==> config.mk <==
export PLATFORM = sky130hd
export DESIGN_NAME = swdm_ram
export DESIGN_NICKNAME = d
export VERILOG_FILES = /design/src/hdl/swdm_ram.sv
export SDC_FILE = /design/constraint.sdc
export NUM_CORES = 2
export LEC_CHECK = 0
export ABC_AREA = 1
export BUFFER_PORTS_ARGS = -buffer_cell sky130_fd_sc_hd__buf_2
export CAP_MARGIN = 30
export CORE_MARGIN = 2
export CORE_UTILIZATION = 40
export CTS_CLUSTER_SIZE = 16
export DETAILED_ROUTE_END_ITERATION = 6
export MAX_ROUTING_LAYER = met4
export PLACE_DENSITY = 0.55
export REMOVE_ABC_BUFFERS = 1
export SLEW_MARGIN = 0
export SYNTH_ARGS = -nofsm -noshare
export SYNTH_HDL_FRONTEND = slang
export SYNTH_SLANG_ARGS = --single-unit
export TNS_END_PERCENT = 30
==> constraint.sdc <==
create_clock -name clk -period 2 [get_ports clk]
set_input_delay 0 -clock clk [delete_from_list [all_inputs] [get_ports clk]]
set_output_delay 0 -clock clk [all_outputs]
set_load 0.01 [all_outputs]
==> src/hdl/swdm_ram.sv <==
// Simple dual-port synchronous RAM, one write and one registered read per cycle.
module swdm_ram #(
    parameter int DEPTH = 256,
    parameter int WIDTH = 8,
    parameter int AW    = (DEPTH > 1) ? $clog2(DEPTH) : 1
) (
    input  logic             clk,
    input  logic             we,
    input  logic [AW-1:0]    waddr,
    input  logic [WIDTH-1:0] wdata,
    input  logic [AW-1:0]    raddr,
    output logic [WIDTH-1:0] rdata
);

    logic [WIDTH-1:0] mem [DEPTH];
    logic [WIDTH-1:0] rdata_reg;

    // write port
    always_ff @(posedge clk)
    begin
        if (we)
        begin
            mem[waddr] <= wdata;
        end
    end

    // read port, old data on a same-address collision
    always_ff @(posedge clk)
    begin
        rdata_reg <= mem[raddr];
    end

    assign rdata = rdata_reg;

endmodule

# Word level (Yosys, flattened, before mapping)
# Memory sizes are Yosys's and may differ from the RTL's. A register that Yosys moved wholly into a read port is not among the register bits.
# Cells that the tools add are included.
[word_totals]
memories = 1
mem_bits_rw = 2048
elab_cells = 3
reg_bits = 0
[classes]
n_mux = 2
[mem_list]
columns = ["memory", "words", "word_bits", "rd", "rd_ports_with_merged_regs", "wr", "line", "rtl"]
rows = [
  ["mem", 256, 8, 1, 1, 1, "15", "logic [WIDTH-1:0] mem [DEPTH];"],
]
[op_table]
columns = ["cell", "n"]
rows = [
  ["2-to-1 mux 1 bit", 2],
]

# Logic depth before layout (Yosys ltp)
[logic_depth]
depth_word = 2
mapped_depth = 15
depth_no_buf = 11

# Worst setup path after synthesis
# No wires, ideal clock.
[synth_timing]
kind = "input -> register"
startpoint = "in we"
endpoint = "mem mem[162][0], enable pin"
n_path_buf = 2
setup_slack_ns = 0.509
path_stages = 4
arrival_ns = 1.121
setup_time_ns = 0.370
path_cell_list = "clkbuf_1 > nand3_1 > clkbuf_1 > nor2_1"
[synth_via]
elab_chain_cells = 2
[synth_rtl]
columns = ["element", "line", "rtl"]
rows = [
  ["from (decl)", "8", "input logic we,"],
  ["2-to-1 mux 1 bit", "21", "if (we)"],
  ["2-to-1 mux 1 bit (not written as such)", "23", "mem[waddr] <= wdata;"],
  ["to (decl)", "15", ""],
]
# No other way between the ends.

==> results.py <==
metrics = {
    "detailed_routing": {
        "final_antenna_net_count": 0,
        "drc": 0,
        "routed_via_density": 5.396,
        "wl_per_cell_um": 23.45,
        "drt_iter0_drc": 6167,
        "vias": 56430,
        "first_pass_iters": 5,
        "wirelength_um": 245200,
    },
    "synth": {
        "netlist_instances": 7003,
        "syn_area_per_cell_um2": 11.91,
        "syn_area_um2": 83400,
        "synth_seq_area_share_pct": 73.94,
        "ys_warn_count": 0,
        "ys_types": 14,
        "synth_seq_cells": 2056,
    },
    "clock_tree": {
        "clk_latency_ns": 0.87,
        "cts_buffers": 212,
        "cts_tree": "done",
        "htree_levels": 4,
        "clk_pin_slew_ns": 0.06,
        "cts_sinks": 2056,
        "clockRootBuffer": "clkbuf_16",
        "cts_setup_buffers": 0,
        "clockBufferDepth": 3,
    },
    "power": {
        "peakVddDrop_mv": 0.9475,
        "seq_power_share_pct": 51.6,
        "power.internal_uw": 71100,
        "total_power_uw": 92160,
        "p_per_area_nw_per_um2": 932.0,
        "comb_power_share_pct": 6.9,
        "pwr-share-clk_pct": 41.5,
        "p_sw_uw": 21060,
        "switching_share_pct": 22.86,
        "p_leak_uw": 0.03533,
    },
    "worst_setup_path": {
        "crit_required_ns": 2.74,
        "reg2reg_from": "mem[215][4]",
        "path_cells": "nand2_1 > nand3_1 > nand3_1 > nand3_1 > nand3_1 > nand3_1 > nand3_1 > nand2_1 > buf_12 > nand2_1 > nand2_1",
        "r2r_end": "rdata[4]",
        "reg2reg_slack_ns": 0.04,
        "end_kind": "flop",
        "r2r_cells": 11,
        "crit_slowest_cell": "edfxtp_1",
        "crit_fanout": 1,
        "cp_common_cell": "nand3_1",
        "cpPeakStageDelay_ns": 0.36,
        "critPathKind": "flop to flop",
        "start_kind": "flop",
        "arrival_ns": 2.70,
    },
    "status": {
        "status": "finished clean",
    },
    "hold_path": {
        "hold_depth": 6,
        "worst_hold_path_type": "input pin to flop",
        "hold_start": "waddr[6]",
        "min_to": "mem[249][2]",
    },
    "placed_design": {
        "io_buffers": 33,
        "place_inst": 10040,
        "gp_congestion": 0.8911,
        "placed_cell_area_um2": 91980,
        "hpwl_um": 154000,
    },
    "floorplanning": {
        "rows": 167,
        "core_area_um2": 207100,
        "die_w_um": 460.6,
        "io_pins": 34,
        "start_util_pct": 40.27,
        "die_y_um": 460.6,
        "die-area_um2": 212200,
    },
    "sta": {
        "clock-skew-final_ns": 0.04786,
        "max_slew.worst_pin.slew_ns": 0.7456,
        "maxSlewViolCount": 0,
        "relSlewSlack_pct": 50.29,
        "hold_viol": 0,
        "layout_min_cycle_time_ns": 1.961,
        "finalSetupTns_ns": 0,
        "max_freq_ghz": 0.5100,
        "period_share_pct": 98.04,
        "setup_viol": 0,
        "rsz0062_at_grt": "no",
    },
    "global_routing": {
        "gr-total-overflow": 0,
        "grt_antenna_before_repair": 6,
        "grt_pass1_wl_um": 363500,
        "grt.total_usage_pct": 23.72,
        "grt_pass1_vias": 54630,
        "grt_max_degree": 77,
    },
    "flow_run": {
        "cap_violations": 0,
    },
    "final_layout": {
        "syn_to_final_growth_pct": 18.58,
        "fill_cells": 18280,
        "fin_area_um2": 98890,
        "largest_reg_flops": 2048,
        "drive_above_1_share_pct": 13.47,
        "final_cells": 10460,
        "fin_util_pct": 47.76,
        "regArea_um2": 61660,
        "multiInputGateArea_um2": 19180,
        "nNetsFinal": 7515,
    },
}
[final cells by class]
cell class / count / area share [%]
clock inverters: 113 / 1.089
multi-input cells: 4425 / 19.39
well taps: 2788 / 3.528
inverters: 39 / 0.1822
clock buffers: 276 / 5.648
diodes: 5 / 0.01265
flip-flops and latches: 2056 / 62.35
repair buffers: 755 / 7.795
[power groups by stage]
stage          registers (µW)  clock network (µW)  logic, µW
6_report                47600               38200       6400
3_3_place_gp            48500                   0       6330
5_1_grt                 47500               40500       6900
2_1_floorplan           48400                   0       2510
4_1_cts                 47600               38900       6410
3_5_place_dp            48500                   0       6360
[layer usage]
layer	wire length (µm)	GRT usage (%)	vias to the layer above
met5	0	-	-
met4	6743	7.176	0
met3	18000	3.665	341
met2	116300	36.85	2066
met1	104200	32.25	28160
li1	-	-	25870
[logic make-up (layout without fill, tap and decap cells)]
logic type | after synthesis | in the layout | synth area share, %
buffers and inverters | 522 | 1183 | 3.119
AND/OR/NAND/NOR | 4425 | 4425 | 22.95
other | 0 | 5 | 0
flip-flops | 2056 | 2056 | 73.94
[worst max path at each step]
| stage | from | to |
|---|---|---|
| floorplan | raddr[0] | rdata[7] |
| global placement | raddr[0] | rdata[1] |
| detailed placement | raddr[0] | rdata[2] |
| CTS | mem[209][1] | rdata[1] |
| global route | mem[153][1] | rdata[1] |
| finish | mem[215][4] | rdata[4] |
[worst max-delay path, delay by kind of cell, from the launching register on]
family        cells  cell delay (ns)
simple gates     10             1.38
flops             1             0.36
buf+inv           1             0.13
[synthesized netlist by cell type]
| cell type | number | share of area (%) |
|---|---|---|
| inv_1 | 36 | 0.16 |
| buf_2 | 268 | 1.6 |
| nand2_1 | 2123 | 9.6 |
| edfxtp_1 | 2048 | 74 |
| clkbuf_1 | 112 | 0.50 |
| nor2_1 | 283 | 1.3 |
| dfxtp_1 | 8 | 0.19 |
| buf_6 | 16 | 0.22 |
| buf_1 | 40 | 0.18 |
| inv_4 | 1 | 0.0075 |
| nand3_1 | 2019 | 12 |
| buf_4 | 46 | 0.41 |
| inv_2 | 2 | 0.0090 |
| buf_8 | 1 | 0.018 |
[what timing repair did]
| action | in CTS | in global routing |
|---|---|---|
| endpoints found under the hold margin | 2208 | 0 |
| endpoints found under the setup margin | 0 | 13 |
| hold buffers | 21 | 0 |
| resized for setup | 0 | 6 |
[cell usage in the layout, fill, tap and decap left out, types with 11 or more instances in the layout]
master,Yosys,layout
nand3_1,2019,2015
edfxtp_1,2048,2048
buf_4,46,546
clkbuf_1,112,60
buf_12,0,156
dlygate4sd3_1,0,21
bufinv_16,0,15
buf_8,1,11
inv_1,36,33
clkbuf_16,0,212
clkinv_2,0,26
nor2_1,283,283
nand2_1,2123,2115
clkinv_1,0,49
buf_2,268,20
[stage by stage]
| stage | setup WS (ns) | hold slack (ns) |
|---|---|---|
| after floorplan | -3.649 | 0.09887 |
| after global placement | -0.4291 | 0.4251 |
| after detailed placement | -0.4293 | 0.4221 |
| after CTS | 0.02349 | 0.04855 |
| after global routing | 0.002095 | 0.1073 |
| final | 0.03921 | 0.1179 |
Note: power is estimated with default switching activity, not from simulation.
