`src/hdl/swdm_pkg.sv`:
```
// Shared constants, types and state codes for the sliding window distinct-count block.
package swdm_pkg;

    // Parameter defaults
    localparam int VALUE_COUNT_DEF = 1024;
    localparam int WINDOW_MAX_DEF  = 256;

    // Fixed field widths
    localparam int VALUE_W   = 10;
    localparam int SIZE_W    = 9;
    localparam int OUT_CNT_W = 9;

    // Configuration port
    localparam int APB_DATA_W = 32;
    localparam int PADDR_W    = 3;
    localparam int REG_IDX_W  = PADDR_W - 2;

    localparam logic [REG_IDX_W-1:0] REG_WINDOW_SIZE = '0;
    localparam logic [SIZE_W-1:0]    SIZE_RESET      = SIZE_W'(1);

    // Sequencer states
    typedef enum logic [3:0] {
        ST_CLEAR,
        ST_IDLE,
        ST_C0,
        ST_C1,
        ST_C2,
        ST_EMIT,
        ST_DR0,
        ST_DR1,
        ST_DR2
    } ctrl_state_t;

    // One result beat
    typedef struct packed {
        logic [OUT_CNT_W-1:0] distinct_now;
        logic                 window_full;
        logic [OUT_CNT_W-1:0] min_distinct;
        logic                 min_valid;
        logic                 sequence_done;
    } result_t;

endpackage

```
`src/hdl/swdm_apb_regs.sv`:
```
// APB-style configuration register holding the window size.
module swdm_apb_regs (
    input  logic                            clk,
    input  logic                            rst_n,
    input  logic                            psel,
    input  logic                            penable,
    input  logic                            pwrite,
    input  logic [swdm_pkg::PADDR_W-1:0]    paddr,
    input  logic [swdm_pkg::APB_DATA_W-1:0] pwdata,
    output logic [swdm_pkg::APB_DATA_W-1:0] prdata,
    output logic                            pready,
    output logic [swdm_pkg::SIZE_W-1:0]     window_size
);
    import swdm_pkg::*;

    logic [SIZE_W-1:0]    window_size_reg;
    logic [SIZE_W-1:0]    window_size_next;
    logic [REG_IDX_W-1:0] reg_idx;
    logic                 wr_en;

    assign reg_idx = paddr[PADDR_W-1:2];
    assign wr_en   = psel && penable && pwrite;
    assign pready  = 1'b1;

    // write decode
    always_comb
    begin
        window_size_next = window_size_reg;
        if (wr_en && (reg_idx == REG_WINDOW_SIZE))
        begin
            window_size_next = pwdata[SIZE_W-1:0];
        end
    end

    always_ff @(posedge clk or negedge rst_n)
    begin
        if (!rst_n)
        begin
            window_size_reg <= SIZE_RESET;
        end
        else
        begin
            window_size_reg <= window_size_next;
        end
    end

    // read mux
    always_comb
    begin
        prdata = '0;
        if (reg_idx == REG_WINDOW_SIZE)
        begin
            prdata = APB_DATA_W'(window_size_reg);
        end
    end

    assign window_size = window_size_reg;

endmodule

```
`config.mk`:
```
export PLATFORM = sky130hd
export DESIGN_NAME = swdm_apb_regs
export DESIGN_NICKNAME = d
export VERILOG_FILES = /design/src/hdl/swdm_pkg.sv /design/src/hdl/swdm_apb_regs.sv
export SDC_FILE = /design/constraint.sdc
export NUM_CORES = 1
export LEC_CHECK = 0
export BUFFER_PORTS_ARGS = -buffer_cell sky130_fd_sc_hd__buf_2
export CORE_MARGIN = 4
export CORE_UTILIZATION = 27
export DETAILED_ROUTE_END_ITERATION = 6
export GPL_ROUTABILITY_DRIVEN = 1
export PLACE_DENSITY = 0.79
export SETUP_SLACK_MARGIN = 0.3
export SYNTH_ARGS = -nofsm -noshare
export SYNTH_HDL_FRONTEND = slang
export SYNTH_SLANG_ARGS = --single-unit
```
`constraint.sdc`:
```
create_clock -name clk -period 0.8 [get_ports clk]
set_input_delay 0.08 -clock clk [delete_from_list [all_inputs] [get_ports clk]]
set_output_delay 0.08 -clock clk [all_outputs]
set_load 0.02 [all_outputs]
```
# [After elaboration in Yosys (flattened, before gate mapping)]
# Index checks and enable logic that the tools add are counted.
[op_classes] n_bitwise=1 n_mux=1 reduce_logical=3
[ops] cell="9-bit two-way mux" n=1
[ops] cell="1-bit logical AND" n=3
[ops] cell="1-bit NOT" n=1
[totals] in_bits=40 wordCells=6 regBits=9

# [Longest topological paths before layout]
# Gate-level depths: netlist of the first run.
[logic_depth] word_depth=3 ltp_mapped=2 mapped_depth_nobuf=2

# [Worst setup path after synthesis of the first run]
# Ideal clock, no wire load.
[synth_path] path_kind="register to output" start="reg window_size_reg[0], in the netlist window_size[0]" end="out prdata[0] in the netlist's numbering" arrival_time_ns=0.784 required_ns=0.720 setup_slack_ns=-0.064 stages_incl_launch_ff=2 cell_sequence="dfstp_2 and2b_2"
[synth_between] elab_chain_len=1
[synth_rtl] element="from (decl)" line="swdm_apb_regs.sv:16" rtl="logic [SIZE_W-1:0] window_size_reg;"
[synth_rtl] element="from (signal assigned)" line="swdm_apb_regs.sv:43" rtl="window_size_reg <= window_size_next;"
[synth_rtl] element="9-bit two-way mux" line="swdm_apb_regs.sv:51" rtl="if (reg_idx == REG_WINDOW_SIZE)"
[synth_rtl] element="to (decl)" line="swdm_apb_regs.sv:10" rtl="output logic [swdm_pkg::APB_DATA_W-1:0] prdata,"
# Every way passes these cells.

# [Worst setup path after layout of the first run]
# Same ends and word-level chain as after synthesis.

==> results of run 1 <==
==> cell families (layout without fill, tap and decap cells) <==
| kind of cell | Yosys count | count (layout) |
|---|---|---|
| other | 2 | 24 |
| muxes | 9 | 9 |
| DFF | 9 | 9 |
| and+or+nand+nor | 10 | 10 |
| buffers and inverters | 24 | 47 |
==> stage by stage <==
stage | power (W) | instance area [sq um] | worst slack, ns
after floorplan | 0.00126 | 741 | -0.0644
after CTS | 0.00219 | 992 | -0.319
after global placement | 0.00140 | 763 | -0.187
after global routing | 0.00233 | 1010 | -0.332
final | 0.00220 | 1010 | -0.306
after detailed placement | 0.00143 | 763 | -0.209
==> placed cells by master (no fill, tap or decap) <==
cell type      instances
dfstp_2                1
clkbuf_4               3
buf_6                 26
mux2_2                 1
clkbuf_1               1
conb_1                24
buf_4                  2
dlygate4sd3_1          1
dfrtp_2                8
and2b_2                9
buf_2                 14
mux2_4                 8
nand4b_4               1
==> cell usage after synthesis, drive strengths merged <==
cell type	number
buf	24
and2b	9
mux2	9
dfrtp	8
conb	2
dfstp	1
nand4b	1
==> layer usage <==
| metal | up-vias | global-route usage [%] | share of wire, % | wire (um) |
|---|---|---|---|---|
| li1 | 214 | - | - | - |
| met1 | 209 | 10.5 | 35 | 528 |
| met2 | 30 | 18.1 | 55 | 833 |
| met3 | 0 | 3.94 | 10 | 152 |
| met4 | 0 | 3.05 | 0 | 0 |
| met5 | - | 0 | 0 | 0 |
==> repair_timing <==
action | in CTS | in global routing
setup endpoints to repair | 27 | 27
resized for setup | 41 | 3
setup buffers | 8 | 1
endpoints found under the hold margin | 9 | 0
hold buffers | 1 | 0
pin swaps | 0 | 0
==> power by group through the flow <==
stage | Clock, W | Combinational [W] | Sequential [W]
2_1_floorplan | 0 | 0.000479 | 0.000782
3_3_place_gp | 0 | 0.000746 | 0.000654
3_5_place_dp | 0 | 0.000756 | 0.000670
4_1_cts | 0.000361 | 0.00118 | 0.000648
5_1_grt | 0.000391 | 0.00128 | 0.000665
6_report | 0.000339 | 0.00121 | 0.000649
==> worst max path at each step <==
stage | startpoint | end | slack [ns] | cells past startpoint
finish | window_size[0]$_DFFE_PN1P_ | prdata[0] | -0.31 | 2
CTS | window_size[0]$_DFFE_PN1P_ | prdata[0] | -0.32 | 2
global route | window_size[0]$_DFFE_PN1P_ | prdata[0] | -0.33 | 2
global placement | paddr[2] | window_size[4]$_DFFE_PN0P_ | -0.19 | 3
detailed placement | paddr[2] | window_size[2]$_DFFE_PN0P_ | -0.21 | 3
floorplan | window_size[0]$_DFFE_PN1P_ | prdata[0] | -0.06 | 1
==> cell type report <==
type	instances	area share, %
sequential	9	23.4
timing repair buffer	43	38.4
multi-input combinational	43	32.1
tap	28	3.47
clock buffer	4	2.60
==> results.md, run 1 <==
- Outcome: finished with violations
- Failing checks: setup timing
- Fmax: 905 MHz
- Ant. Diodes: 0
- Worst R2R Path Depth: 2
- Die ar.: about 3100 sq um
- I/O Pins: just over 80
- DRT iter0 DRCs: 5
- Antenna violations before repair: 0
- Synth Area in Compound Gates: 0%
- Routed via count: ~450
- Synth Area in XOR/XNOR: 0%
- Ys Warns: 0
- Initial Utilization: roughly 28%
- Minimum clock period: 1.11 ns
- Seq pwr share: 29.5%
- Crit-path max cell delay: roughly 0.52 ns
- Multi-input gate area: 324 sq um
- R2R Path Start: window_size[2]$_DFFE_PN0P_
- DR WL/cell: 11.9 um
- Layout fillers: about 210
- Fin. max-slew vios: 0
- Min-Delay Path Depth: 2
- Post-DP HPWL: between 1 and 1.5 mm
- Final core occ: around 46%
- Synth-to-layout area growth: 63.4%
- Max Buffers Root-to-Sink: 2
- Psw: between 0.0007 and 0.0008 W
- Antenna Nets Post-Route: 0
- Syn_area_per_cell: between 10 and 15 sq um
- Non-filler cells, final: ~130
- Yosys reg bits: 9
- Logic pwr share: between 50 and 60%
- Clk_lat worst skew: between 0.2 and 0.3 ns
- Sinks on the clock net: 9
- Die height: between 50 and 60 um
- WP buf/inv: 1
- Row count: 17
- CTS tree: done
- Worst r2r dst: window_size[2]$_DFFE_PN0P_
- Layout cells sized above 1: 73.7%
- Maximum vdd drop: around 0.00094 V
- Syn Inst Count: 54
- Cells after DPL: between 100 and 150
- Post-Syn Area: a little over 600 sq um
- Post-synth cell types: 7
- Total track usage: roughly a tenth
- Int Pwr: between 0.001 and 0.0015 W
- Largest register FFs: 9
- Hold Crit Class: input port to register
- FF-to-FF setup slack: -0.09 ns
- Startpoint Class: register
- Crit-path max FO: 2
- Tcrit/Tclk final: 138%
- Hold Fails Final Rpt: 0
- Core Region: between 2000 and 2500 sq um
- Fraction of synthesized area in multiplexers: about 16%
- Chip Width: 55.8 um
- PortBufs: 32
- Pwr Density: about 2200 nW/um^2
- RSZ-0062 raised after global routing: yes
- Register area: ~240 sq um
- Kind of critical path: register to primary output
- Synth Area in Adders: 0%
- Vias/cell: about 3.6
- Synth top area share: between 30 and 40%
- Detailed Routing Iterations Pass 1: 2
- Post-Synth Simple-Gate Area: between 15 and 20%
- Leak pwr: around 0.56 nW
- H-tree levels: 1
- Setup violations, final: 26
- Hold WS: roughly 0.053 ns
- Drt drc: 0
- Crit path DAT: 1.03 ns
- CP cell instances: and2b_2 > buf_6
- Vias in the first global route: around 470
- Routability cong.: ~0.7
- PnR worst setup slack: -0.306 ns
- Clock share of power: between 10% and 20%
- End of the worst hold path: window_size[0]$_DFFE_PN1P_
- Grt ovf: 0
- Largest family of logic cells by synthesized area: buffers and inverters
- Sw frac: roughly 34%
- Total Wirelength: between 1.5 and 2 mm
- Num CTS Buffers: 3
- Root Buffer: clkbuf_4
- Crit. End Element: primary output
- First-pass GRT wire length: 2.37 mm
- Synth area leader: dfrtp_1
- Final TNS setup: -4.69 ns
- Top cells by area, synth: dfrtp_1 32%, buf_4 29%, mux2_2 16%
- Register area share after synthesis: a little over a third
- Top delay family on crit path: flip-flops
- Nets: between 100 and 150
- Largest net degree at the start of global routing: 10
- Clock Skews: 0 ns
- Clock transition at the registers of the reported paths: ~0.06 ns
- Min-delay src: pwdata[0]
- Slowest-stage cell, CP: dfstp_2
- Required @ worst endpoint: approximately 0.7 ns
- MaxCap Viol Count: 0
Note: power is estimated with default switching activity, not from simulation.
==> run 2, diff against run 1 <==
==> constraint.sdc (replaced) <==
create_clock -name clk -period 0.8 [get_ports clk]
set_input_delay 0.16 -clock clk [delete_from_list [all_inputs] [get_ports clk]]
set_output_delay 0.16 -clock clk [all_outputs]
set_load 0.02 [all_outputs]
==> run 2 against run 1 <==
The run ends with hold timing, setup timing left. Core utilization grew 0.057 points. Cell area grew 0.12%. Die area is the same. Maximum frequency shrank 6.6%. Clock skew is the same. Sequential power grew 1%. Power grew 1.0%. Global-route usage shrank 1.1 points. Clock power is essentially flat. Combinational power is essentially flat. Via count grew 2.6%. Sequential cell count is the same.
==> results.md, run 2 (synthesis gave the netlist of run 1 again) <==
- PnR worst setup slack: -0.383 ns
- Nets: 140
- Hold WS: -0.253 ns
- Ant. Diodes: 0
- Slowest-stage cell, CP: dfstp_2
- Register area: 236 sq um
- Fmax: 845 MHz
- I/O Pins: 82
- Crit-path max cell delay: 0.52 ns
- Setup violations, final: 24
- Top delay family on crit path: flip-flops
- Maximum vdd drop: 0.000841 V
- Crit. End Element: primary output
- Multi-input gate area: 324 sq um
- Largest register FFs: 9
- Num CTS Buffers: 3
- Vias in the first global route: 461
- Post-DP HPWL: 1.07 mm
- Clk_lat worst skew: between 0.2 and 0.3 ns
- MaxCap Viol Count: 0
- Pwr Density: 2200 nW/um^2
- Total track usage: slightly below 9%
- H-tree levels: 1
- Vias/cell: roughly 3.7
- Clock transition at the registers of the reported paths: roughly 0.060 ns
- Synth-to-layout area growth: 63.6%
- Required @ worst endpoint: roughly 0.64 ns
- First-pass GRT wire length: approximately 2.1 mm
- WP buf/inv: 1
- Most frequent cells in the layout: 27 x buf_6, 24 x conb_1, 14 x buf_2
- Largest net degree at the start of global routing: 10
- Kind of critical path: register to primary output
- Routed via count: about 470
- Final core occ: a little under half
- CTS tree: done
- Die ar.: 3120 sq um
- Grt ovf: 0
- Antenna violations before repair: 0
- Startpoint Class: register
- Crit path DAT: 1.02 ns
- Die height: 55.8 um
- Root Buffer: clkbuf_4
- Crit-path max FO: 2
- Drt drc: 0
- Final TNS setup: -6.12 ns
- Antenna Nets Post-Route: 0
- Hold Crit Class: input port to asynchronous set/reset pin
- Sinks on the clock net: 9
- RSZ-0062 raised after global routing: yes
- CP cell instances: and2b_2 > buf_6
- Minimum clock period: between 1 and 1.5 ns
- Layout cells sized above 1: about three quarters
- Outcome: finished with violations
- PortBufs: 32
- Clock Skews: 0 ns
- DRT iter0 DRCs: 0
- Max Buffers Root-to-Sink: 2
- Initial Utilization: ~28%
- Detailed Routing Iterations Pass 1: 1
- Final Total Pwr: 0.00223 W
- Layout fillers: about 210
- Fin. max-slew vios: 0
- Tcrit/Tclk final: 148%
- DR WL/cell: 11.8 um
- Total Wirelength: 1.49 mm
- Row count: 17
- Hold Fails Final Rpt: 9
- Core Region: 2190 sq um
- Routability cong.: 0.794
- Most common cell after layout, fill and taps aside: buf_6
- Chip Width: ~56 um
- Failing checks: hold timing, setup timing
- Leak pwr: between 0.5 and 0.6 nW
## run 2: layout make-up
cell class	instances	area share, %
repair buffers	43	38.5
multi-input cells	43	32.1
flip-flops and latches	9	23.4
well taps	28	3.47
clock buffers	4	2.60
## run 2: metrics by stage
step	cell area (sq um)	setup slack [ns]	instances
finish	1010	-0.383	127
global placement	733	-0.153	113
global route	1010	-0.426	127
detailed placement	733	-0.189	113
CTS	963	-0.402	124
floorplan	711	-0.144	76
## run 2: where the power goes
part / switching [W] / internal [W]
combinational: 0.000534 / 0.000694
sequential: 0.0000752 / 0.000581
clock: 0.000150 / 0.000192
total: 0.000759 / 0.00147
## run 2: path summary, 6_finish.rpt
| kind | startpoint | to | slack, ns | cells after the start |
|---|---|---|---|---|
| hold / removal | rst_n | window_size[8]$_DFFE_PN0P_ | -0.25 | 1 |
| min in group clk | pwdata[0] | window_size[0]$_DFFE_PN1P_ | 0.14 | 2 |
| setup / recovery | window_size[0]$_DFFE_PN1P_ | prdata[0] | -0.38 | 2 |
| setup reg to reg | window_size[7]$_DFFE_PN0P_ | window_size[7]$_DFFE_PN0P_ | -0.19 | 3 |
| hold reg to reg | window_size[2]$_DFFE_PN0P_ | window_size[2]$_DFFE_PN0P_ | 0.55 | 1 |
| max in group asynchronous | rst_n | window_size[0]$_DFFE_PN1P_ | 0.81 | 1 |
## run 2: routing by layer
metal | wire, um | share of wire [%] | vias to the layer above | GRT usage, %
met5 | 0 | 0 | - | 0
met4 | 0 | 0 | 0 | 3.05
met3 | 200 | 13 | 0 | 4.87
met2 | 832 | 56 | 34 | 16.6
met1 | 461 | 31 | 216 | 7.91
li1 | - | - | 215 | -
## run 2: repair_timing
action / CTS / global route
setup buffers: 7 / 3
setup endpoints to repair: 27 / 27
gates cloned: 0 / 0
endpoints found under the hold margin: 9 / 9
resized for setup: 46 / 7
