## src/hdl/swdm_pkg.sv

```systemverilog
// Shared constants, types and state codes for the sliding window distinct-count block.
package swdm_pkg;

    // Parameter defaults
    localparam int VALUE_COUNT_DEF = 1024;
    localparam int WINDOW_MAX_DEF  = 256;

    // Fixed field widths
    localparam int VALUE_W   = 10;
    localparam int SIZE_W    = 9;
    localparam int OUT_CNT_W = 9;

    // Configuration port
    localparam int APB_DATA_W = 32;
    localparam int PADDR_W    = 3;
    localparam int REG_IDX_W  = PADDR_W - 2;

    localparam logic [REG_IDX_W-1:0] REG_WINDOW_SIZE = '0;
    localparam logic [SIZE_W-1:0]    SIZE_RESET      = SIZE_W'(1);

    // Sequencer states
    typedef enum logic [3:0] {
        ST_CLEAR,
        ST_IDLE,
        ST_C0,
        ST_C1,
        ST_C2,
        ST_EMIT,
        ST_DR0,
        ST_DR1,
        ST_DR2
    } ctrl_state_t;

    // One result beat
    typedef struct packed {
        logic [OUT_CNT_W-1:0] distinct_now;
        logic                 window_full;
        logic [OUT_CNT_W-1:0] min_distinct;
        logic                 min_valid;
        logic                 sequence_done;
    } result_t;

endpackage

```

## src/hdl/swdm_if.sv

```systemverilog
// Valid/ready channel interfaces for input items and results.
interface swdm_item_if;
    import swdm_pkg::*;

    logic               valid;
    logic               ready;
    logic [VALUE_W-1:0] value;
    logic               end_of_sequence;

    modport source (output valid, output value, output end_of_sequence, input ready);
    modport sink   (input valid, input value, input end_of_sequence, output ready);
endinterface

interface swdm_result_if;
    import swdm_pkg::*;

    logic                 valid;
    logic                 ready;
    logic [OUT_CNT_W-1:0] distinct_now;
    logic                 window_full;
    logic [OUT_CNT_W-1:0] min_distinct;
    logic                 min_valid;
    logic                 sequence_done;

    modport source (output valid, output distinct_now, output window_full,
                    output min_distinct, output min_valid, output sequence_done,
                    input ready);
    modport sink   (input valid, input distinct_now, input window_full,
                    input min_distinct, input min_valid, input sequence_done,
                    output ready);
endinterface

```

## src/hdl/swdm_ctrl.sv

```systemverilog
// Sequencer and datapath: read-modify-write of the count table and window store.
module swdm_ctrl #(
    parameter int VALUE_COUNT = swdm_pkg::VALUE_COUNT_DEF,
    parameter int WINDOW_MAX  = swdm_pkg::WINDOW_MAX_DEF,
    parameter int VAL_AW      = $clog2(VALUE_COUNT),
    parameter int CNT_W       = $clog2(WINDOW_MAX + 1),
    parameter int PTR_W       = (WINDOW_MAX > 1) ? $clog2(WINDOW_MAX) : 1
) (
    input  logic                        clk,
    input  logic                        rst_n,
    swdm_item_if.sink                   item,
    swdm_result_if.source               result,
    input  logic [swdm_pkg::SIZE_W-1:0] window_size,
    // count table port
    output logic                        cnt_we,
    output logic [VAL_AW-1:0]           cnt_waddr,
    output logic [CNT_W-1:0]            cnt_wdata,
    output logic [VAL_AW-1:0]           cnt_raddr,
    input  logic [CNT_W-1:0]            cnt_rdata,
    // window store port
    output logic                        st_we,
    output logic [PTR_W-1:0]            st_waddr,
    output logic [VAL_AW-1:0]           st_wdata,
    output logic [PTR_W-1:0]            st_raddr,
    input  logic [VAL_AW-1:0]           st_rdata
);
    import swdm_pkg::*;

    // reduce an input value into the table range, one conditional subtract per bit
    function automatic logic [VAL_AW-1:0] reduce_value(input logic [VALUE_W-1:0] x);
        logic [VALUE_W-1:0]        r;
        logic [VAL_AW+VALUE_W-1:0] w;
        r = x;
        for (int k = VALUE_W - 1; k >= 0; k--)
        begin
            if ((32'(r) >> k) >= 32'(VALUE_COUNT))
            begin
                r = r - VALUE_W'(32'(VALUE_COUNT) << k);
            end
        end
        w = (VAL_AW + VALUE_W)'(r);
        return w[VAL_AW-1:0];
    endfunction

    ctrl_state_t state_reg, state_next;

    logic [VAL_AW-1:0] v_reg, v_next;
    logic [VAL_AW-1:0] v_old_reg, v_old_next;
    logic              last_reg, last_next;
    logic              drop_reg, drop_next;
    logic              same_reg, same_next;
    logic              inc_reg, inc_next;
    logic              drain_reg, drain_next;
    logic [PTR_W-1:0]  head_reg, head_next;
    logic [CNT_W-1:0]  fill_reg, fill_next;
    logic [CNT_W-1:0]  dist_reg, dist_next;
    logic [CNT_W-1:0]  best_reg, best_next;
    logic              best_valid_reg, best_valid_next;
    logic [VAL_AW-1:0] clr_reg, clr_next;
    logic              fwd_hit_reg, fwd_hit_next;
    logic [CNT_W-1:0]  fwd_data_reg, fwd_data_next;
    logic              out_valid_reg, out_valid_next;
    result_t           out_reg, out_next;
    result_t           res_reg, res_next;

    logic [CNT_W-1:0]  size_eff;
    logic [CNT_W:0]    h_ext;
    logic [CNT_W:0]    f_ext;
    logic [CNT_W:0]    pos_ext;
    logic [PTR_W-1:0]  oldest;
    logic [PTR_W-1:0]  head_inc;
    logic [CNT_W-1:0]  cnt_eff;
    logic [VAL_AW-1:0] v_in;
    logic              item_ready;
    logic              accept;
    logic              out_free;

    logic              same_c;
    logic              dec_c;
    logic [CNT_W-1:0]  dist_mid;
    logic [CNT_W-1:0]  dist_new;
    logic [CNT_W-1:0]  best_upd;
    logic              best_valid_upd;
    logic              full_c;
    result_t           res_c;

    // effective window size: zero acts as one, clamp to the store depth
    always_comb
    begin
        if (window_size == '0)
        begin
            size_eff = CNT_W'(1);
        end
        else if (32'(window_size) > 32'(WINDOW_MAX))
        begin
            size_eff = CNT_W'(WINDOW_MAX);
        end
        else
        begin
            size_eff = CNT_W'(window_size);
        end
    end

    // oldest entry position and head increment
    assign h_ext    = (CNT_W + 1)'(head_reg);
    assign f_ext    = (CNT_W + 1)'(fill_reg);
    assign pos_ext  = (h_ext >= f_ext) ? (h_ext - f_ext)
                                       : (h_ext + (CNT_W + 1)'(WINDOW_MAX) - f_ext);
    assign oldest   = pos_ext[PTR_W-1:0];
    assign head_inc = (head_reg == PTR_W'(WINDOW_MAX - 1)) ? '0 : head_reg + PTR_W'(1);

    // count read data with bypass of a write that hit the same entry
    assign cnt_eff = fwd_hit_reg ? fwd_data_reg : cnt_rdata;

    assign v_in       = reduce_value(item.value);
    assign out_free   = !out_valid_reg || result.ready;
    assign item_ready = (state_reg == ST_IDLE) ||
                        ((state_reg == ST_C2) && out_free && !last_reg);
    assign accept     = item.valid && item_ready;
    assign item.ready = item_ready;

    // update arithmetic of the finishing step
    always_comb
    begin
        same_c   = drop_reg && (st_rdata == v_reg);
        dec_c    = drop_reg && !same_reg && (cnt_eff != '0);
        dist_mid = (dec_c && (cnt_eff == CNT_W'(1)) && (dist_reg != '0))
                   ? dist_reg - CNT_W'(1) : dist_reg;
        dist_new = dist_mid + CNT_W'(inc_reg);
        full_c   = (fill_reg == size_eff);
        best_upd       = best_reg;
        best_valid_upd = best_valid_reg;
        if (full_c && (!best_valid_reg || (dist_new < best_reg)))
        begin
            best_upd       = dist_new;
            best_valid_upd = 1'b1;
        end
        res_c.distinct_now  = OUT_CNT_W'(dist_new);
        res_c.window_full   = full_c;
        res_c.min_distinct  = best_valid_upd ? OUT_CNT_W'(best_upd) : '0;
        res_c.min_valid     = best_valid_upd;
        res_c.sequence_done = last_reg;
    end

    // next state and memory control
    always_comb
    begin
        state_next      = state_reg;
        v_next          = v_reg;
        v_old_next      = v_old_reg;
        last_next       = last_reg;
        drop_next       = drop_reg;
        same_next       = same_reg;
        inc_next        = inc_reg;
        drain_next      = drain_reg;
        head_next       = head_reg;
        fill_next       = fill_reg;
        dist_next       = dist_reg;
        best_next       = best_reg;
        best_valid_next = best_valid_reg;
        clr_next        = clr_reg;
        out_valid_next  = out_valid_reg && !result.ready;
        out_next        = out_reg;
        res_next        = res_reg;

        cnt_we    = 1'b0;
        cnt_waddr = v_reg;
        cnt_wdata = '0;
        cnt_raddr = v_reg;
        st_we     = 1'b0;
        st_waddr  = head_reg;
        st_wdata  = v_reg;
        st_raddr  = oldest;

        case (state_reg)
            ST_CLEAR:
            begin
                cnt_we    = 1'b1;
                cnt_waddr = clr_reg;
                cnt_wdata = '0;
                if (clr_reg == VAL_AW'(VALUE_COUNT - 1))
                begin
                    state_next = ST_IDLE;
                end
                else
                begin
                    clr_next = clr_reg + VAL_AW'(1);
                end
            end

            ST_IDLE:
            begin
                state_next = ST_IDLE;
            end

            // item start after extra drops
            ST_C0:
            begin
                cnt_raddr  = v_reg;
                st_raddr   = oldest;
                drop_next  = (fill_reg >= size_eff);
                state_next = ST_C1;
            end

            // oldest value known: bump the entering count, fetch the leaving one
            ST_C1:
            begin
                same_next  = same_c;
                inc_next   = !same_c && (cnt_eff == '0);
                v_old_next = st_rdata;
                if (!same_c)
                begin
                    cnt_we    = 1'b1;
                    cnt_waddr = v_reg;
                    cnt_wdata = cnt_eff + CNT_W'(1);
                end
                cnt_raddr = st_rdata;
                st_we     = 1'b1;
                st_waddr  = head_reg;
                st_wdata  = v_reg;
                head_next = head_inc;
                fill_next = drop_reg ? fill_reg : fill_reg + CNT_W'(1);
                state_next = ST_C2;
            end

            // write back the leaving count and form the result
            ST_C2:
            begin
                if (dec_c)
                begin
                    cnt_we    = 1'b1;
                    cnt_waddr = v_old_reg;
                    cnt_wdata = cnt_eff - CNT_W'(1);
                end
                dist_next = dist_new;
                res_next  = res_c;
                if (last_reg)
                begin
                    best_next       = '0;
                    best_valid_next = 1'b0;
                end
                else
                begin
                    best_next       = best_upd;
                    best_valid_next = best_valid_upd;
                end
                if (out_free)
                begin
                    out_next       = res_c;
                    out_valid_next = 1'b1;
                    drain_next     = 1'b1;
                    state_next     = last_reg ? ST_DR0 : ST_IDLE;
                end
                else
                begin
                    state_next = ST_EMIT;
                end
            end

            ST_EMIT:
            begin
                if (out_free)
                begin
                    out_next       = res_reg;
                    out_valid_next = 1'b1;
                    drain_next     = 1'b1;
                    state_next     = last_reg ? ST_DR0 : ST_IDLE;
                end
            end

            // single drop: read store, read count, write back
            ST_DR0:
            begin
                st_raddr   = oldest;
                state_next = ST_DR1;
            end

            ST_DR1:
            begin
                cnt_raddr  = st_rdata;
                v_old_next = st_rdata;
                state_next = ST_DR2;
            end

            ST_DR2:
            begin
                if (cnt_eff != '0)
                begin
                    cnt_we    = 1'b1;
                    cnt_waddr = v_old_reg;
                    cnt_wdata = cnt_eff - CNT_W'(1);
                    if ((cnt_eff == CNT_W'(1)) && (dist_reg != '0))
                    begin
                        dist_next = dist_reg - CNT_W'(1);
                    end
                end
                fill_next = fill_reg - CNT_W'(1);
                if (drain_reg)
                begin
                    if (fill_reg == CNT_W'(1))
                    begin
                        head_next  = '0;
                        dist_next  = '0;
                        state_next = ST_IDLE;
                    end
                    else
                    begin
                        state_next = ST_DR0;
                    end
                end
                else if ((fill_reg - CNT_W'(1)) > size_eff)
                begin
                    state_next = ST_DR0;
                end
                else
                begin
                    state_next = ST_C0;
                end
            end

            default:
            begin
                state_next = ST_IDLE;
            end
        endcase

        // new item beat: start reads now, or run extra drops first
        if (accept)
        begin
            v_next    = v_in;
            last_next = item.end_of_sequence;
            if (fill_reg > size_eff)
            begin
                drain_next = 1'b0;
                state_next = ST_DR0;
            end
            else
            begin
                cnt_raddr  = v_in;
                st_raddr   = oldest;
                drop_next  = (fill_reg >= size_eff);
                state_next = ST_C1;
            end
        end
    end

    // bypass capture for a read that meets a write
    assign fwd_hit_next  = cnt_we && (cnt_waddr == cnt_raddr);
    assign fwd_data_next = cnt_wdata;

    // control registers
    always_ff @(posedge clk or negedge rst_n)
    begin
        if (!rst_n)
        begin
            state_reg      <= ST_CLEAR;
            drain_reg      <= 1'b0;
            head_reg       <= '0;
            fill_reg       <= '0;
            dist_reg       <= '0;
            best_reg       <= '0;
            best_valid_reg <= 1'b0;
            clr_reg        <= '0;
            fwd_hit_reg    <= 1'b0;
            out_valid_reg  <= 1'b0;
            last_reg       <= 1'b0;
            drop_reg       <= 1'b0;
            same_reg       <= 1'b0;
            inc_reg        <= 1'b0;
        end
        else
        begin
            state_reg      <= state_next;
            drain_reg      <= drain_next;
            head_reg       <= head_next;
            fill_reg       <= fill_next;
            dist_reg       <= dist_next;
            best_reg       <= best_next;
            best_valid_reg <= best_valid_next;
            clr_reg        <= clr_next;
            fwd_hit_reg    <= fwd_hit_next;
            out_valid_reg  <= out_valid_next;
            last_reg       <= last_next;
            drop_reg       <= drop_next;
            same_reg       <= same_next;
            inc_reg        <= inc_next;
        end
    end

    // payload registers
    always_ff @(posedge clk)
    begin
        v_reg        <= v_next;
        v_old_reg    <= v_old_next;
        fwd_data_reg <= fwd_data_next;
        out_reg      <= out_next;
        res_reg      <= res_next;
    end

    assign result.valid         = out_valid_reg;
    assign result.distinct_now  = out_reg.distinct_now;
    assign result.window_full   = out_reg.window_full;
    assign result.min_distinct  = out_reg.min_distinct;
    assign result.min_valid     = out_reg.min_valid;
    assign result.sequence_done = out_reg.sequence_done;

endmodule

```

## src/flat_wrapper.sv

```systemverilog
// flat-port wrapper written by rule: the top's interface ports become plain ports
module swdm_ctrl_flat import swdm_pkg::*;
#(
    parameter int VALUE_COUNT = swdm_pkg::VALUE_COUNT_DEF,
    parameter int WINDOW_MAX  = swdm_pkg::WINDOW_MAX_DEF,
    parameter int VAL_AW      = $clog2(VALUE_COUNT),
    parameter int CNT_W       = $clog2(WINDOW_MAX + 1),
    parameter int PTR_W       = (WINDOW_MAX > 1) ? $clog2(WINDOW_MAX) : 1
)
  (clk, rst_n, window_size, cnt_we, cnt_waddr, cnt_wdata, cnt_raddr, cnt_rdata, st_we, st_waddr, st_wdata, st_raddr, st_rdata, item_valid, item_value, item_end_of_sequence, item_ready, result_valid, result_distinct_now, result_window_full, result_min_distinct, result_min_valid, result_sequence_done, result_ready);
  swdm_item_if item_i ();
  swdm_result_if result_i ();
  input  logic clk;
  input  logic rst_n;
  input  logic [swdm_pkg::SIZE_W-1:0] window_size;
  output logic cnt_we;
  output logic [VAL_AW-1:0] cnt_waddr;
  output logic [CNT_W-1:0] cnt_wdata;
  output logic [VAL_AW-1:0] cnt_raddr;
  input  logic [CNT_W-1:0] cnt_rdata;
  output logic st_we;
  output logic [PTR_W-1:0] st_waddr;
  output logic [VAL_AW-1:0] st_wdata;
  output logic [PTR_W-1:0] st_raddr;
  input  logic [VAL_AW-1:0] st_rdata;
  input wire logic [$bits(item_i.valid)-1:0] item_valid;
  input wire logic [$bits(item_i.value)-1:0] item_value;
  input wire logic [$bits(item_i.end_of_sequence)-1:0] item_end_of_sequence;
  output wire logic [$bits(item_i.ready)-1:0] item_ready;
  output wire logic [$bits(result_i.valid)-1:0] result_valid;
  output wire logic [$bits(result_i.distinct_now)-1:0] result_distinct_now;
  output wire logic [$bits(result_i.window_full)-1:0] result_window_full;
  output wire logic [$bits(result_i.min_distinct)-1:0] result_min_distinct;
  output wire logic [$bits(result_i.min_valid)-1:0] result_min_valid;
  output wire logic [$bits(result_i.sequence_done)-1:0] result_sequence_done;
  input wire logic [$bits(result_i.ready)-1:0] result_ready;
  assign item_i.valid = item_valid;
  assign item_i.value = item_value;
  assign item_i.end_of_sequence = item_end_of_sequence;
  assign item_ready = item_i.ready;
  assign result_valid = result_i.valid;
  assign result_distinct_now = result_i.distinct_now;
  assign result_window_full = result_i.window_full;
  assign result_min_distinct = result_i.min_distinct;
  assign result_min_valid = result_i.min_valid;
  assign result_sequence_done = result_i.sequence_done;
  assign result_i.ready = result_ready;
  swdm_ctrl #(.VALUE_COUNT(VALUE_COUNT), .WINDOW_MAX(WINDOW_MAX), .VAL_AW(VAL_AW), .CNT_W(CNT_W), .PTR_W(PTR_W)) u_core (.clk(clk), .rst_n(rst_n), .item(item_i), .result(result_i), .window_size(window_size), .cnt_we(cnt_we), .cnt_waddr(cnt_waddr), .cnt_wdata(cnt_wdata), .cnt_raddr(cnt_raddr), .cnt_rdata(cnt_rdata), .st_we(st_we), .st_waddr(st_waddr), .st_wdata(st_wdata), .st_raddr(st_raddr), .st_rdata(st_rdata));
endmodule
```

## config.mk

```make
export PLATFORM = sky130hd
export DESIGN_NAME = swdm_ctrl_flat
export DESIGN_NICKNAME = d
export VERILOG_FILES = /design/src/hdl/swdm_pkg.sv /design/src/hdl/swdm_if.sv /design/src/hdl/swdm_ctrl.sv /design/src/flat_wrapper.sv
export SDC_FILE = /design/constraint.sdc
export NUM_CORES = 1
export LEC_CHECK = 0
export BUFFER_PORTS_ARGS = -buffer_cell sky130_fd_sc_hd__buf_2
export CAP_MARGIN = 10
export CORE_UTILIZATION = 42
export DETAILED_ROUTE_END_ITERATION = 10
export GPL_TIMING_DRIVEN = 0
export PLACE_DENSITY_LB_ADDON = 0.15
export SYNTH_ARGS = -nofsm -noshare
export SYNTH_HDL_FRONTEND = slang
export SYNTH_SLANG_ARGS = --single-unit
```

## constraint.sdc

```tcl
create_clock -name clk -period 6.6 [get_ports clk]
set_clock_uncertainty 0.2 [all_clocks]
set_input_delay 0.66 -clock clk [delete_from_list [all_inputs] [get_ports clk]]
set_output_delay 0.66 -clock clk [all_outputs]
set_load 0.05 [all_outputs]
```

### After elaboration in Yosys (flattened, before gate mapping)

Cells that the tools add are included.

| word-level totals | value |
|---|---|
| input bits | 43 |
| output and inout bits | 80 |
| register bits after elaboration | 128 |
| word-level logic and storage cells | 162 |

| cells by class | value |
|---|---|
| eq/ne operators | 22 |
| bitwise logic cells | 1 |
| multiplexer cells | 58 |
| add/sub/neg operators | 11 |
| reduce and logical (&&, ||, !) cells | 37 |
| order comparisons | 6 |

Operators by type and width:

| kind | count |
|---|---|
| 2-to-1 mux 9 bit | 15 |
| 2-to-1 mux 10 bit | 5 |
| 2-to-1 mux 21 bit | 2 |
| case mux 21 bit (2 select lines) | 1 |
| case mux 9 bit (2 select lines) | 2 |
| 2-to-1 mux 8 bit | 4 |
| case mux 4 bit (8 select lines) | 1 |
| case mux 10 bit (3 select lines) | 1 |
| case mux 9 bit (3 select lines) | 1 |
| subtractor 9 x 1 -> 9 bit (second input constant) | 3 |
| == test 10 bit | 2 |
| 2-to-1 mux 4 bit | 5 |
| adder 9 x 1 -> 9 bit (second input constant) | 2 |
| == test 9 x 1 -> 1 bit (second input constant) | 2 |
| > comparator 9 bit | 2 |
| logical NOT 9 bit | 2 |
| nonzero test 9 bit | 2 |
| adder 8 x 1 -> 8 bit (second input constant) | 2 |
| == test 4 x 3 -> 1 bit (second input constant) | 4 |
| case mux 8 bit (2 select lines) | 1 |
| subtractor 8 bit | 2 |
| 2-to-1 mux 1 bit | 15 |
| logical AND 1 bit | 13 |
| 2-to-1 mux 3 bit | 4 |
| 24 further kinds | 42 |

### Logic depth before layout (Yosys ltp)

| logic depth | value |
|---|---|
| depth after elaboration | 14 |
| mapped depth | 25 |
| gate-level depth less buffers | 22 |

### Worst setup path before layout

Ideal clock, no wire load.

| path | value |
|---|---|
| kind | reg2reg |
| start point | register u_core.fwd_hit_reg |
| end point | register u_core.out_reg (netlist bit u_core.result.min_distinct[1]) (data pin) |
| setup slack | 1,280 ps |
| buffers on the path | 3 |
| cell stages (with the launch flop) | 23 |
| data arrival time | 4,858 ps |
| cells stage by stage | dfrtp_1 > buf_4 > clkbuf_1 > mux2i_1 > ha_1 > nor2b_1 > o21ai_0 > nor4_4 > xnor2_1 > ha_1 > ha_1 > xnor2_1 > xnor2_1 > ha_1 > a21oi_1 > o21ai_0 > a21oi_1 > o21ai_0 > a211oi_2 > clkbuf_1 > nor2_1 > a21oi_1 > o21ai_0 |

RTL lines:

| element | RTL line | RTL |
|---|---|---|
| from (decl) | swdm_ctrl.sv:60 | `logic fwd_hit_reg, fwd_hit_next;` |
| from (signal assigned) | swdm_ctrl.sv:381 | `fwd_hit_reg <= fwd_hit_next;` |
| to (signal assigned) | swdm_ctrl.sv:396 | `out_reg <= out_next;` |
| to (decl) | swdm_ctrl.sv:63 | `result_t out_reg, out_next;` |

==> impl_results.md <==
* Core area at 0.0188 mm2
* Primary FF master, synth: edfxtp_1
* Endpoint type of the worst setup path: register
* Post-Syn Area at 0.00809 mm2
* Critical path cell sequence: buf_4 > mux2i_2 > ha_1 > nor2b_1 > o21ai_0 > nor4_4 > xnor2_1 > ha_1 > ha_1 > xnor2_1 > xnor2_1 > ha_1 > a21oi_1 > o21ai_0 > a21oi_1 > o21ai_0 > a211oi_4 > clkbuf_1 > nor2_1 > a21oi_1 > o21ai_0
* Slew Limit Headroom at 0.191
* ANT nets after route at 0
* # setup viols final at 0
* CTS tree: yes
* Syn. warnings at 0
* Syn_area_per_cell at 9.22 um2
* Final nets at 1,108
* Standard-cell row count at 50
* Placer congestion estimate at about 0.84
* CTS H-Tree Depth at 4
* Drt pass-1 iters at 5
* Final Cell Area at 0.00963 mm2
* Layout area overhead at 19.0%
* FFs w/ async S/R, synth at 0.445
* Crit Path Class: register to register
* Status: finished clean
* Post-synthesis register bit count at 128
* Max-Cap Viols at 0
* Clk Latency, worst-skew pair at ~420 ps
* Max IR drop VDD at 0.521 mV
* Vias per inst at 5.48
* Worst EP required at 6570 ps
* Hold WS at 55.8 ps
* Postcts setup bufs at 0
* Slowest-stage cell, CP: xnor2_1
* Die area at 0.0198 mm2
* CP peak stage delay at between 500 and 600 ps
* Clk sinks at 128
* Crit share post-route at 0.919
* Pwr dens at 511 mW/mm2
* Clk buf depth at 2
* Pin count of the biggest net entering global routing at 33
* WL per Instance at around 17 um
* Endpoints failing hold at 0
* CP startpoint kind: register
* Grt total ovfl at 0
* Max frequency at 165 MHz
* Io pins at around 120
* Leak Pwr at 4.17 nW
* Clk Tree Root Cell: clkbuf_16
* Slew Limit Fails at 0
* Diodes inserted at 0
* Max reg flops at 21
* Placed cell count at 1,236
* Sequential share of the synthesized area at 0.429
* Die width at 141 um
* Final Non-Filler Cells at 1,267
* Vias in the first global route at 6,520
* Crit path DAT at 6040 ps
* Cell variety after synth at 68
* Critical Path Fanout Max at 17
* Reg2reg path depth at 21
* Total wire length at 21,700 um
* Clock slew at reported path FFs at approximately 60 ps
* Final core utilization at 0.513
* Gr usage total at 0.227
* CTS buffer count at 17
* Post-synth EDFFs at 62
* Dpl hpwl at 16,500 um
* RSZ-0062 raised after global routing: false
* Placed cell areas at between 0.009 and 0.01 mm2
* DIE HEIGHT at 141 um
* Hold Buf Count CTS at 0
* Post-synthesis cell count at roughly 880
* DRC at 0
* Synth Net Count at 966
* Initial core utilization at 0.431
* Layout cells sized above 1 at 0.168
* Initial antenna violation count at 0
* First-pass GRT wire length at 34,800 um
* Detailed Route Iter0 Violations at 405
* Fin crit period at 6070 ps
* Least-Margin Pin Slew at 1200 ps
* Total number of vias at roughly 6,900
* Hold Crit Class: primary input to async pin
* Port Buffers at 122
final cells by class:
class,instances,area (um2)
Timing Repair Buffer,124,646
Tap cell,234,293
Fill cell,1788,9140
Clock inverter,12,135
Sequential cell,128,3470
Clock buffer,20,447
Multi-Input combinational cell,667,4320
Inverter,47,176
Buffer,35,148
cell usage after synthesis, types with 8 or more instances:
cell type / count / area share
inv_1: 46 / 0.021
nor2_1: 78 / 0.036
clkbuf_1: 30 / 0.014
nor3_1: 27 / 0.017
nand2_1: 99 / 0.046
and2_1: 15 / 0.012
nand2b_1: 19 / 0.015
nand3_1: 27 / 0.017
o21ai_0: 66 / 0.041
ha_1: 44 / 0.068
dfrtp_1: 57 / 0.18
xnor2_1: 44 / 0.048
o22ai_1: 11 / 0.0085
nor4_1: 13 / 0.010
a221oi_1: 9 / 0.0097
a22oi_1: 8 / 0.0074
a21oi_1: 44 / 0.027
xor2_1: 24 / 0.026
edfxtp_1: 62 / 0.23
dfxtp_1: 9 / 0.022
nand4_1: 9 / 0.0070
and3_1: 12 / 0.0093
nor2b_1: 11 / 0.0085
or3_1: 8 / 0.0062
mux2i_1: 17 / 0.021
through the flow:
stage               setup TNS [ps]  total power, mW  worst slack, ps
finish                           0             4.92              532
global route                     0             5.24             75.6
CTS                              0             4.94             6.93
detailed placement            -144             4.00            -69.5
global placement             -15.5             3.98            -15.0
floorplan                        0             3.32             1280
kinds of logic (layout without fill, tap and decap cells):
kind of cell    Yosys count  in the layout  share of synthesized area
simple gates            337            337                      0.206
compound gates          196            196                      0.154
flops                   128            128                      0.429
buf+inv                  83            238                     0.0404
xor+xnor                 70             70                     0.0776
fa+ha+maj                45             45                     0.0705
mux                      19             19                     0.0238
path summary, 6_finish.rpt:
| kind | from | end | slack (ps) |
|---|---|---|---|
| setup / recovery | u_core.fwd_hit_reg | u_core.result.min_distinct[1] | 530 |
| max in group asynchronous | rst_n | u_core.fill_reg[4] | 5530 |
| hold reg to reg | u_core.best_reg[1] | u_core.best_reg[1] | 300 |
| setup reg to reg | u_core.fwd_hit_reg | u_core.result.min_distinct[1] | 530 |
| min in group clk | item_value[6] | u_core.st_wdata[6] | 230 |
| hold / removal | rst_n | u_core.clr_reg[8] | 60 |
routing by layer:
layer	part of all wire	GRT usage	vias up	routed length, um
met4	0.017	0.0652	0	359
met1	0.47	0.310	3280	10200
met3	0.042	0.0401	22	922
met5	0	0	-	0
li1	-	-	3453	-
met2	0.47	0.369	187	10300
placed cells by master, fill, tap and decap left out, types with 9 or more instances in the layout:
cell,netlist,layout
a221oi_1,9,9
nand4_1,9,9
and3_1,12,12
ha_1,44,44
xnor2_1,44,44
clkbuf_16,0,17
mux2i_1,17,16
nor3_1,27,27
dfxtp_1,9,9
dfrtp_1,57,57
nand2b_1,19,19
nand3_1,27,27
and2_1,15,15
nor2b_1,11,11
nor4_1,13,12
edfxtp_1,62,62
clkbuf_1,30,30
o22ai_1,11,11
xor2_1,24,24
buf_2,3,125
inv_1,46,46
nor2_1,78,77
a21oi_1,44,44
nand2_1,99,99
o21ai_0,66,66
worst max-delay path: cells and delay by family, from the launching register on:
family	cells	cell delay, ps
buffers and inverters	2	650
multiplexers	1	420
flip-flops	1	320
XOR/XNOR	3	810
adder cells (fa/ha/maj)	4	1060
AO/OA/AOI/OAI	8	1630
AND/OR/NAND/NOR	3	720
power breakdown:
group	total, mW	leakage (nW)	switching [mW]	internal [mW]
sequential	1.24	1.38	0.159	1.08
clock	0.932	0.276	0.365	0.567
combinational	2.75	2.51	1.95	0.804
repair_timing:
item	4_1_cts	5_1_grt
setup endpoints to repair	4	27
cloned	0	0
gates resized for setup	1	1
Note: power is estimated with default switching activity, not from simulation.
